==> src/hw/rtl/tse_pkg.sv <==
// ----------------------------------------------------------------------------
// tse_pkg
// Shared types and constants for the TLS server-name extractor.
// ----------------------------------------------------------------------------
package tse_pkg;

    localparam int OffW   = 17;
    localparam int SumW   = 18;
    localparam int LenW   = 16;

    localparam logic [1:0] ST_FOUND      = 2'd0;
    localparam logic [1:0] ST_INCOMPLETE = 2'd1;
    localparam logic [1:0] ST_NO_SNI     = 2'd2;
    localparam logic [1:0] ST_INVALID    = 2'd3;

    localparam logic       KIND_NAME   = 1'b0;
    localparam logic       KIND_STATUS = 1'b1;

    typedef struct packed {
        logic [7:0] data_byte;
        logic       end_of_data;
    } t_in_req;

    typedef struct packed {
        logic            result_kind;
        logic [7:0]      name_byte;
        logic [1:0]      parse_status;
        logic [LenW-1:0] name_length;
        logic            final_result;
    } t_out_req;

    // Results caused by one payload byte: an optional name byte, then an
    // optional final status.
    typedef struct packed {
        logic            has_name;
        logic [7:0]      name_byte;
        logic            has_status;
        logic [1:0]      status;
        logic [LenW-1:0] length;
    } t_pair;

endpackage

==> src/hw/rtl/tse_parser.sv <==
// ----------------------------------------------------------------------------
// tse_parser
// Input register and ClientHello parse state; one byte per cycle unless the result queue stalls.
// ----------------------------------------------------------------------------
module tse_parser import tse_pkg::*; (
    input  logic    i_clk,
    input  logic    i_rst_n,
    input  logic    i_valid,
    output logic    o_ready,
    input  t_in_req i_req,
    output logic    o_pair_valid,
    output t_pair   o_pair,
    input  logic    i_pair_ready
);

    localparam logic [4:0] PH_HDR      = 5'd0;
    localparam logic [4:0] PH_HDR_FAIL = 5'd1;
    localparam logic [4:0] PH_HTYPE    = 5'd2;
    localparam logic [4:0] PH_SID      = 5'd3;
    localparam logic [4:0] PH_CS_HI    = 5'd4;
    localparam logic [4:0] PH_CS_LO    = 5'd5;
    localparam logic [4:0] PH_CM       = 5'd6;
    localparam logic [4:0] PH_EXT_HI   = 5'd7;
    localparam logic [4:0] PH_EXT_LO   = 5'd8;
    localparam logic [4:0] PH_XT0      = 5'd9;
    localparam logic [4:0] PH_XT1      = 5'd10;
    localparam logic [4:0] PH_XL0      = 5'd11;
    localparam logic [4:0] PH_XL1      = 5'd12;
    localparam logic [4:0] PH_NT       = 5'd13;
    localparam logic [4:0] PH_NL0      = 5'd14;
    localparam logic [4:0] PH_NL1      = 5'd15;
    localparam logic [4:0] PH_NAME     = 5'd16;
    localparam logic [4:0] PH_DONE     = 5'd17;

    localparam logic [OffW-1:0] HDR_LEN    = OffW'(5);
    localparam logic [SumW-1:0] HELLO_SID  = SumW'(5 + 38);
    localparam logic [OffW-1:0] OFFSET_MAX = {OffW{1'b1}};
    localparam logic [7:0]      CT_HANDSHAKE = 8'h16;
    localparam logic [7:0]      HS_CLIENT_HELLO = 8'h01;
    localparam logic [7:0]      V2_HELLO = 8'h01;

    logic            r_in_valid;
    t_in_req         r_in;
    logic            adv;

    logic [4:0]      r_phase,    n_phase;
    logic [OffW-1:0] r_offset,   n_offset;
    logic [OffW-1:0] r_rec_end,  n_rec_end;
    logic [OffW-1:0] r_ext_end,  n_ext_end;
    logic [OffW-1:0] r_sn_end,   n_sn_end;
    logic [SumW-1:0] r_nfo,      n_nfo;
    logic [7:0]      r_acc,      n_acc;
    logic [7:0]      r_first,    n_first;
    logic [LenW-1:0] r_left,     n_left;
    logic [LenW-1:0] r_found,    n_found;
    logic [1:0]      r_lat,      n_lat;

    logic [7:0]      b;
    logic [SumW-1:0] idx_w;
    logic [LenW-1:0] len;
    logic [SumW-1:0] sum_len;
    logic [OffW-1:0] rec_calc;
    logic            ext_go;
    logic [SumW-1:0] ext_q;
    logic            ent_go;
    logic [SumW-1:0] ent_r;
    logic            nm_valid;
    logic            st_valid;
    logic [1:0]      st_code;

    assign adv     = r_in_valid && i_pair_ready;
    assign o_ready = !r_in_valid || i_pair_ready;

    always_ff @(posedge i_clk) begin
        if (!i_rst_n) begin
            r_in_valid <= 1'b0;
        end else if (o_ready) begin
            r_in_valid <= i_valid;
        end
        if (o_ready && i_valid) begin
            r_in <= i_req;
        end
    end

    assign b        = r_in.data_byte;
    assign idx_w    = {1'b0, r_offset};
    assign len      = {r_acc, b};
    assign sum_len  = idx_w + SumW'(1) + {2'b00, len};
    assign rec_calc = {1'b0, len} + HDR_LEN;

    always_comb begin
        n_phase   = r_phase;
        n_offset  = r_offset;
        n_rec_end = r_rec_end;
        n_ext_end = r_ext_end;
        n_sn_end  = r_sn_end;
        n_nfo     = r_nfo;
        n_acc     = r_acc;
        n_first   = r_first;
        n_left    = r_left;
        n_found   = r_found;
        n_lat     = r_lat;
        ext_go    = 1'b0;
        ext_q     = '0;
        ent_go    = 1'b0;
        ent_r     = '0;
        nm_valid  = 1'b0;
        st_valid  = 1'b0;
        st_code   = ST_FOUND;

        if (adv) begin
            if (r_phase == PH_HDR) begin
                if (r_offset < HDR_LEN) begin
                    case (r_offset[2:0])
                        3'd0: n_first = b;
                        3'd1: n_acc = b;
                        3'd2: begin
                            if (r_first[7] && b == V2_HELLO) begin
                                n_lat   = ST_NO_SNI;
                                n_phase = PH_HDR_FAIL;
                            end else if (r_first != CT_HANDSHAKE) begin
                                n_lat   = ST_INVALID;
                                n_phase = PH_HDR_FAIL;
                            end else if (r_acc < 8'd3) begin
                                n_lat   = ST_NO_SNI;
                                n_phase = PH_HDR_FAIL;
                            end
                        end
                        3'd3: n_acc = b;
                        default: begin
                            n_rec_end = rec_calc;
                            if (rec_calc == HDR_LEN) begin
                                n_lat   = ST_INVALID;
                                n_phase = PH_DONE;
                            end else begin
                                n_nfo   = {1'b0, HDR_LEN};
                                n_phase = PH_HTYPE;
                            end
                        end
                    endcase
                end
            end else if (r_phase != PH_HDR_FAIL && r_phase != PH_DONE &&
                         r_offset < r_rec_end && idx_w == r_nfo) begin
                case (r_phase)
                    PH_HTYPE: begin
                        if (b != HS_CLIENT_HELLO) begin
                            n_lat   = ST_INVALID;
                            n_phase = PH_DONE;
                        end else begin
                            n_nfo   = HELLO_SID;
                            n_phase = PH_SID;
                        end
                    end
                    PH_SID: begin
                        n_nfo   = idx_w + SumW'(1) + {10'd0, b};
                        n_phase = PH_CS_HI;
                    end
                    PH_CS_HI: begin
                        n_acc   = b;
                        n_nfo   = idx_w + SumW'(1);
                        n_phase = PH_CS_LO;
                    end
                    PH_CS_LO: begin
                        n_nfo   = sum_len;
                        n_phase = PH_CM;
                    end
                    PH_CM: begin
                        n_nfo   = idx_w + SumW'(1) + {10'd0, b};
                        n_phase = PH_EXT_HI;
                    end
                    PH_EXT_HI: begin
                        n_acc   = b;
                        n_nfo   = idx_w + SumW'(1);
                        n_phase = PH_EXT_LO;
                    end
                    PH_EXT_LO: begin
                        if (sum_len > {1'b0, r_rec_end}) begin
                            n_lat   = ST_INCOMPLETE;
                            n_phase = PH_DONE;
                        end else begin
                            n_ext_end = sum_len[OffW-1:0];
                            ext_go    = 1'b1;
                            ext_q     = idx_w + SumW'(1);
                        end
                    end
                    PH_XT0: begin
                        n_first = b;
                        n_nfo   = idx_w + SumW'(1);
                        n_phase = PH_XT1;
                    end
                    PH_XT1: begin
                        n_first = ((r_first | b) != 8'd0) ? 8'd1 : 8'd0;
                        n_nfo   = idx_w + SumW'(1);
                        n_phase = PH_XL0;
                    end
                    PH_XL0: begin
                        n_acc   = b;
                        n_nfo   = idx_w + SumW'(1);
                        n_phase = PH_XL1;
                    end
                    PH_XL1: begin
                        if (r_first == 8'd0) begin
                            if (sum_len > {1'b0, r_ext_end}) begin
                                n_lat   = ST_INVALID;
                                n_phase = PH_DONE;
                            end else begin
                                n_sn_end = sum_len[OffW-1:0];
                                ent_go   = 1'b1;
                                ent_r    = idx_w + SumW'(3);
                            end
                        end else begin
                            ext_go = 1'b1;
                            ext_q  = sum_len;
                        end
                    end
                    PH_NT: begin
                        n_first = b;
                        n_nfo   = idx_w + SumW'(1);
                        n_phase = PH_NL0;
                    end
                    PH_NL0: begin
                        n_acc   = b;
                        n_nfo   = idx_w + SumW'(1);
                        n_phase = PH_NL1;
                    end
                    PH_NL1: begin
                        if (sum_len > {1'b0, r_sn_end}) begin
                            n_lat   = ST_INVALID;
                            n_phase = PH_DONE;
                        end else if (r_first == 8'd0) begin
                            n_found = len;
                            n_lat   = ST_FOUND;
                            if (len == '0) begin
                                n_phase = PH_DONE;
                            end else begin
                                n_left  = len;
                                n_nfo   = idx_w + SumW'(1);
                                n_phase = PH_NAME;
                            end
                        end else begin
                            ent_go = 1'b1;
                            ent_r  = sum_len;
                        end
                    end
                    PH_NAME: begin
                        nm_valid = 1'b1;
                        n_left   = r_left - LenW'(1);
                        n_nfo    = idx_w + SumW'(1);
                        if (r_left == LenW'(1)) begin
                            n_phase = PH_DONE;
                        end
                    end
                    default: begin
                    end
                endcase
            end

            if (ext_go) begin
                if (ext_q == {1'b0, n_ext_end}) begin
                    n_lat   = ST_NO_SNI;
                    n_phase = PH_DONE;
                end else if (ext_q + SumW'(4) > {1'b0, n_ext_end}) begin
                    n_lat   = ST_INVALID;
                    n_phase = PH_DONE;
                end else begin
                    n_nfo   = ext_q;
                    n_phase = PH_XT0;
                end
            end

            if (ent_go) begin
                if (ent_r + SumW'(3) < {1'b0, n_sn_end}) begin
                    n_nfo   = ent_r;
                    n_phase = PH_NT;
                end else if (ent_r == {1'b0, n_sn_end}) begin
                    n_lat   = ST_NO_SNI;
                    n_phase = PH_DONE;
                end else begin
                    n_lat   = ST_INVALID;
                    n_phase = PH_DONE;
                end
            end

            n_offset = (r_offset < OFFSET_MAX) ? r_offset + OffW'(1) : r_offset;

            if (r_in.end_of_data) begin
                st_valid = 1'b1;
                if (n_offset < HDR_LEN) begin
                    st_code = ST_INCOMPLETE;
                end else if (n_phase == PH_HDR_FAIL) begin
                    st_code = n_lat;
                end else if (n_offset < n_rec_end) begin
                    st_code = ST_INCOMPLETE;
                end else if (n_phase == PH_DONE || n_phase == PH_NAME) begin
                    st_code = n_lat;
                end else if (n_phase == PH_EXT_HI && n_nfo == {1'b0, n_rec_end}) begin
                    st_code = ST_NO_SNI;
                end else begin
                    st_code = ST_INVALID;
                end
                n_phase   = PH_HDR;
                n_offset  = '0;
                n_rec_end = '0;
                n_ext_end = '0;
                n_sn_end  = '0;
                n_nfo     = '0;
                n_acc     = '0;
                n_first   = '0;
                n_left    = '0;
                n_found   = '0;
                n_lat     = ST_FOUND;
            end
        end
    end

    always_ff @(posedge i_clk) begin
        if (!i_rst_n) begin
            r_phase   <= PH_HDR;
            r_offset  <= '0;
            r_rec_end <= '0;
            r_ext_end <= '0;
            r_sn_end  <= '0;
            r_nfo     <= '0;
            r_acc     <= '0;
            r_first   <= '0;
            r_left    <= '0;
            r_found   <= '0;
            r_lat     <= ST_FOUND;
        end else begin
            r_phase   <= n_phase;
            r_offset  <= n_offset;
            r_rec_end <= n_rec_end;
            r_ext_end <= n_ext_end;
            r_sn_end  <= n_sn_end;
            r_nfo     <= n_nfo;
            r_acc     <= n_acc;
            r_first   <= n_first;
            r_left    <= n_left;
            r_found   <= n_found;
            r_lat     <= n_lat;
        end
    end

    assign o_pair_valid      = adv && (nm_valid || st_valid);
    assign o_pair.has_name   = nm_valid;
    assign o_pair.name_byte  = b;
    assign o_pair.has_status = st_valid;
    assign o_pair.status     = st_code;
    assign o_pair.length     = (st_code == ST_FOUND) ? r_found : '0;

endmodule

==> src/hw/rtl/tse_out_queue.sv <==
// ----------------------------------------------------------------------------
// tse_out_queue
// Two-entry result queue; splits a name byte and a final status into
// separate output requests.
// ----------------------------------------------------------------------------
module tse_out_queue import tse_pkg::*; (
    input  logic     i_clk,
    input  logic     i_rst_n,
    input  logic     i_pair_valid,
    input  t_pair    i_pair,
    output logic     o_pair_ready,
    output logic     o_valid,
    input  logic     i_ready,
    output t_out_req o_req
);

    t_pair      r_entry [0:1];
    logic       r_wr_ptr;
    logic       r_rd_ptr;
    logic [1:0] r_count;
    logic       r_name_sent;

    t_pair      head;
    logic       show_name;
    logic       push;
    logic       pop;
    logic       take;

    assign head         = r_entry[r_rd_ptr];
    assign show_name    = head.has_name && !r_name_sent;
    assign o_valid      = (r_count != 2'd0);
    assign o_pair_ready = (r_count != 2'd2);
    assign push         = i_pair_valid && o_pair_ready;
    assign take         = o_valid && i_ready;
    assign pop          = take && !(show_name && head.has_status);

    always_comb begin
        if (show_name) begin
            o_req.result_kind  = KIND_NAME;
            o_req.name_byte    = head.name_byte;
            o_req.parse_status = ST_FOUND;
            o_req.name_length  = '0;
            o_req.final_result = 1'b0;
        end else begin
            o_req.result_kind  = KIND_STATUS;
            o_req.name_byte    = '0;
            o_req.parse_status = head.status;
            o_req.name_length  = head.length;
            o_req.final_result = 1'b1;
        end
    end

    always_ff @(posedge i_clk) begin
        if (push) begin
            r_entry[r_wr_ptr] <= i_pair;
        end
    end

    always_ff @(posedge i_clk) begin
        if (!i_rst_n) begin
            r_wr_ptr    <= 1'b0;
            r_rd_ptr    <= 1'b0;
            r_count     <= 2'd0;
            r_name_sent <= 1'b0;
        end else begin
            if (push) begin
                r_wr_ptr <= !r_wr_ptr;
            end
            if (pop) begin
                r_rd_ptr    <= !r_rd_ptr;
                r_name_sent <= 1'b0;
            end else if (take) begin
                r_name_sent <= 1'b1;
            end
            case ({push, pop})
                2'b10:   r_count <= r_count + 2'd1;
                2'b01:   r_count <= r_count - 2'd1;
                default: r_count <= r_count;
            endcase
        end
    end

endmodule

==> src/hw/rtl/tls_sni_hostname_extractor.sv <==
// ----------------------------------------------------------------------------
// tls_sni_hostname_extractor
// Streams the first SNI host name out of a TLS ClientHello, byte by byte.
// ----------------------------------------------------------------------------
// Takes one payload byte per cycle. Each byte passes an input register and
// the parse logic, then lands in a two-entry result queue, from which its
// results are presented in order. A byte yields at most a host name byte
// and, on end_of_data, a final status; a byte that yields both is sent as
// two separate output requests, name first, and the input keeps flowing as
// long as the result queue has a free entry.
module tls_sni_hostname_extractor import tse_pkg::*; (
    input  logic     i_clk,
    input  logic     i_rst_n,
    input  logic     i_valid,
    output logic     o_ready,
    input  t_in_req  i_req,
    output logic     o_valid,
    input  logic     i_ready,
    output t_out_req o_req
);

    logic  pair_valid;
    logic  pair_ready;
    t_pair pair;

    tse_parser u_parser (
        .i_clk        (i_clk),
        .i_rst_n      (i_rst_n),
        .i_valid      (i_valid),
        .o_ready      (o_ready),
        .i_req        (i_req),
        .o_pair_valid (pair_valid),
        .o_pair       (pair),
        .i_pair_ready (pair_ready)
    );

    tse_out_queue u_queue (
        .i_clk        (i_clk),
        .i_rst_n      (i_rst_n),
        .i_pair_valid (pair_valid),
        .i_pair       (pair),
        .o_pair_ready (pair_ready),
        .o_valid      (o_valid),
        .i_ready      (i_ready),
        .o_req        (o_req)
    );

endmodule

==> config.mk <==
export PLATFORM = sky130hd
export DESIGN_NAME = tls_sni_hostname_extractor
export DESIGN_NICKNAME = d
export VERILOG_FILES = /design/src/hw/rtl/tse_pkg.sv /design/src/hw/rtl/tse_parser.sv /design/src/hw/rtl/tse_out_queue.sv /design/src/hw/rtl/tls_sni_hostname_extractor.sv
export SDC_FILE = /design/constraint.sdc
export NUM_CORES = 1
export LEC_CHECK = 0
export BUFFER_PORTS_ARGS = -buffer_cell sky130_fd_sc_hd__buf_2
export CAP_MARGIN = 20
export CORE_MARGIN = 1
export CORE_UTILIZATION = 50
export CTS_CLUSTER_SIZE = 10
export DETAILED_ROUTE_END_ITERATION = 8
export GPL_TIMING_DRIVEN = 0
export PLACE_DENSITY_LB_ADDON = 0.05
export SYNTH_ARGS = -nofsm -noshare
export SYNTH_HDL_FRONTEND = slang
export SYNTH_SLANG_ARGS = --single-unit
==> constraint.sdc <==
create_clock -name i_clk -period 13.65 [get_ports i_clk]
set_input_delay 2.0475 -clock i_clk [delete_from_list [all_inputs] [get_ports i_clk]]
set_output_delay 2.0475 -clock i_clk [all_outputs]
set_load 0.05 [all_outputs]
==> impl_metrics.toml <==
[placement]
post_dp_cell_area_um2 = 20300
port-buffer-count = 41
routabilityCongestion = 1.16
dpl.hpwl_um = 72800
place_inst = 3072

[floorplanning]
die_h_um = 198
start_util = 0.509
dieArea_um2 = 39300
coreArea_um2 = 37800
row_count = 71
io_pins = 43
fp.dieW_um = 198

[detailed_routing]
ant_nets = 0
routed_wl_um = 93200
vias = 21800
drtIter0Drc = 3600
vias_per_cell = 6.95
firstDrtPassIters = 7
wl_per_cell_um = 29.7
drc = 0

[logic_synthesis]
syn_area_per_cell_um2 = 7.67
syn_inst = 2509
ys_seq_elements = 213
yosysUniqueCellTypes = 95
yosysSeqAreaShare = 0.256
synth_nets = 2673
synth_ff_type = "dfxtp_1"
async_reset_ff_frac = 0
synthAdderAreaFrac = 0.0986
synth_edf_count = 65
synth_warnings = 0
synth-compound-area-share = 0.228
synth_top_family_by_area = "simple AND/OR/NAND/NOR gates"
synth-xor-area-share = 0.0637
syn_area_um2 = 19200
synth-simple-area-share = 0.249
muxShareOfSynthArea = 0.0490

[cts]
cts.clk_slew.worst_paths_ps = 60
cts-htree-levels = 1
cts_tree = "done"
clock_sinks = 213
worstSkewPairLatency_ps = 600
hold_buffers = 0
cts_made_buffers = 27
clock_path_buffers = 3
root_buffer = "clkbuf_16"

[timing]
finalSetupTns_ps = 0
worstMarginPinSlew_ps = 1330
rsz0062_at_grt = "false"
hold_viol = 0
slew_violations = 0
skew_ps = 27.0
maxSlewHeadroom = 0.113
fmax_mhz = 74.6
setup_viol = 0
period_minus_slack_ps = 13410
fin_crit_sh = 0.982
whs_ps = 451

[finish]
drive_above_1_share = 0.0787
ff_latch_area_um2 = 4920
syn_to_final_growth_pct = 10.7
layout_commonest_cell = "nor2_1"
multi_input_area_um2 = 13400
fillCellCount = 3584
mostFrequentLayoutCells = "337 x nor2_1, 215 x a21oi_1, 214 x nand2_1"
final_area_um2 = 21300
layout.nets = 2764
final_cells = 3134

[global_routing]
grt_usage = 0.470
grt-ovfl-total = 0
antenna_found_initial = 4
grt_pass1_vias = 19800
grt_pass1_wl_um = 134000
grt_max_degree = 30

[setup_path]
critical_path.endpoint_type = "flop"
cpLargestDelayFamily = "simple AND/OR/NAND/NOR gates"
cp_slowest_cell = "xor2_1"
cp_num_buf_inv = 6
path_max_fanout = 10
crit_required_ps = 13970
max_stage_delay_ps = 890
cp.arrival_ps = 13730
crit_type = "reg -> reg"
start_kind = "flop"
path_common_cell = "nand3_1"

[power_and_ir_drop]
power_density_nw_per_um2 = 79.9
ir_drop_v = 0.0000980
power_mw = 1.70
power.leakage_nw = 8.22

[hold_path]
hold_class = "reg -> reg"

[run_status]
status = "finished, final reports clean"

[run]
maxCapViolations = 0
## power breakdown
group | switching [mW] | internal (mW)
sequential | 0.0133 | 0.663
combinational | 0.247 | 0.0911
clock | 0.300 | 0.387
total | 0.560 | 1.14
## per-layer routing
metal  global-route usage  share of wire  up-vias
li1                     -              -     9334
met1                0.652           0.40    10300
met2                0.635           0.38     1808
met3                0.143           0.15      359
met4                0.269          0.070        2
met5                    0        0.00013        -
## synthesized netlist by cell type (10+ instances only)
| cell | instances | share of area |
|---|---|---|
| and2_1 | 20 | 0.0065 |
| nand2_1 | 214 | 0.042 |
| buf_1 | 17 | 0.0033 |
| a21oi_1 | 215 | 0.056 |
| inv_1 | 115 | 0.022 |
| o21a_1 | 22 | 0.0086 |
| a21o_1 | 29 | 0.011 |
| nand3_1 | 76 | 0.020 |
| nand2b_1 | 25 | 0.0081 |
| o22ai_1 | 21 | 0.0068 |
| xor2_1 | 59 | 0.027 |
| nand4_1 | 37 | 0.012 |
| or3_1 | 15 | 0.0049 |
| a41oi_1 | 11 | 0.0050 |
| edfxtp_1 | 65 | 0.10 |
| a2111oi_0 | 13 | 0.0059 |
| xnor2_1 | 79 | 0.036 |
| nor3b_1 | 11 | 0.0043 |
| o31ai_1 | 10 | 0.0039 |
| ha_1 | 150 | 0.098 |
| nor2b_1 | 44 | 0.014 |
| clkbuf_1 | 102 | 0.020 |
| a32oi_1 | 12 | 0.0055 |
| buf_2 | 16 | 0.0042 |
| a22oi_1 | 59 | 0.023 |
| nor4_1 | 34 | 0.011 |
| a31oi_1 | 25 | 0.0081 |
| mux2i_1 | 82 | 0.043 |
| nand3b_1 | 12 | 0.0047 |
| a211oi_1 | 23 | 0.0090 |
| nor2_1 | 340 | 0.066 |
| nor3_1 | 75 | 0.020 |
| dfxtp_1 | 148 | 0.15 |
| o211ai_1 | 23 | 0.0090 |
| and3_1 | 27 | 0.0088 |
| o21ai_0 | 96 | 0.025 |
## logic make-up after synthesis
family / count (synthesis)
mux: 92
simple gates: 983
xor+xnor: 139
buf+inv: 266
compound gates: 665
fa+ha+maj: 151
flops: 213
## sequential cells by signal (all words and copies together), names as in the netlist, 16 cells and up, named ones only
name	count
u_parser.r_found	16
u_queue.r_entry	56
u_parser.r_ext_end	17
u_parser.r_nfo	18
u_parser.r_left	16
u_parser.r_rec_end	17
u_parser.r_offset	17
u_parser.r_sn_end	17
## cell type report
class                      count  share of cell area
multi-input combinational   2030               0.629
sequential                   213               0.231
clock buffer                  42              0.0363
tap                          511              0.0300
buffer                       146              0.0294
inverter                     119              0.0218
timing repair buffer          63              0.0200
clock inverter                 5             0.00212
antenna                        5            0.000588
## worst reg2reg max path: cells and delay by family (launching register included)
kind	cells	cell delay, ps
and+or+nand+nor	19	4250
AOI/OAI and AO/OA	9	2880
buffers and inverters	6	1930
xor gates and xnor gates	3	1760
adders and majority gates	4	1380
DFF	1	640
muxes	1	340
## through the flow
step / util / setup WS, ps
2_1_floorplan: - / 3470
3_3_place_gp: 0.532 / -1500
3_5_place_dp: 0.537 / -1260
4_1_cts: 0.560 / 42.7
5_1_grt: 0.564 / 31.0
6_report: 0.564 / 239
## timing repair
action	CTS	global route
hold endpoints to repair	0	0
gates resized for setup	11	14
setup buffers	2	3
setup endpoints to repair	36	36
pin swaps	0	1
## path summary, 6_finish.rpt
path                                     startpoint                                end  slack, ps  depth (start not counted)
hold / removal    u_parser.r_found[11]$_SDFFE_PN0P_  u_parser.r_found[11]$_SDFFE_PN0P_        450                          2
setup reg to reg  u_parser.r_offset[2]$_SDFFE_PN0P_    u_queue.r_entry[0][9]$_DFFE_PP_        240                         42
setup / recovery  u_parser.r_offset[2]$_SDFFE_PN0P_    u_queue.r_entry[0][9]$_DFFE_PP_        240                         42
hold reg to reg   u_parser.r_found[11]$_SDFFE_PN0P_  u_parser.r_found[11]$_SDFFE_PN0P_        450                          2
No activity file was read; power rests on OpenSTA's default activity.
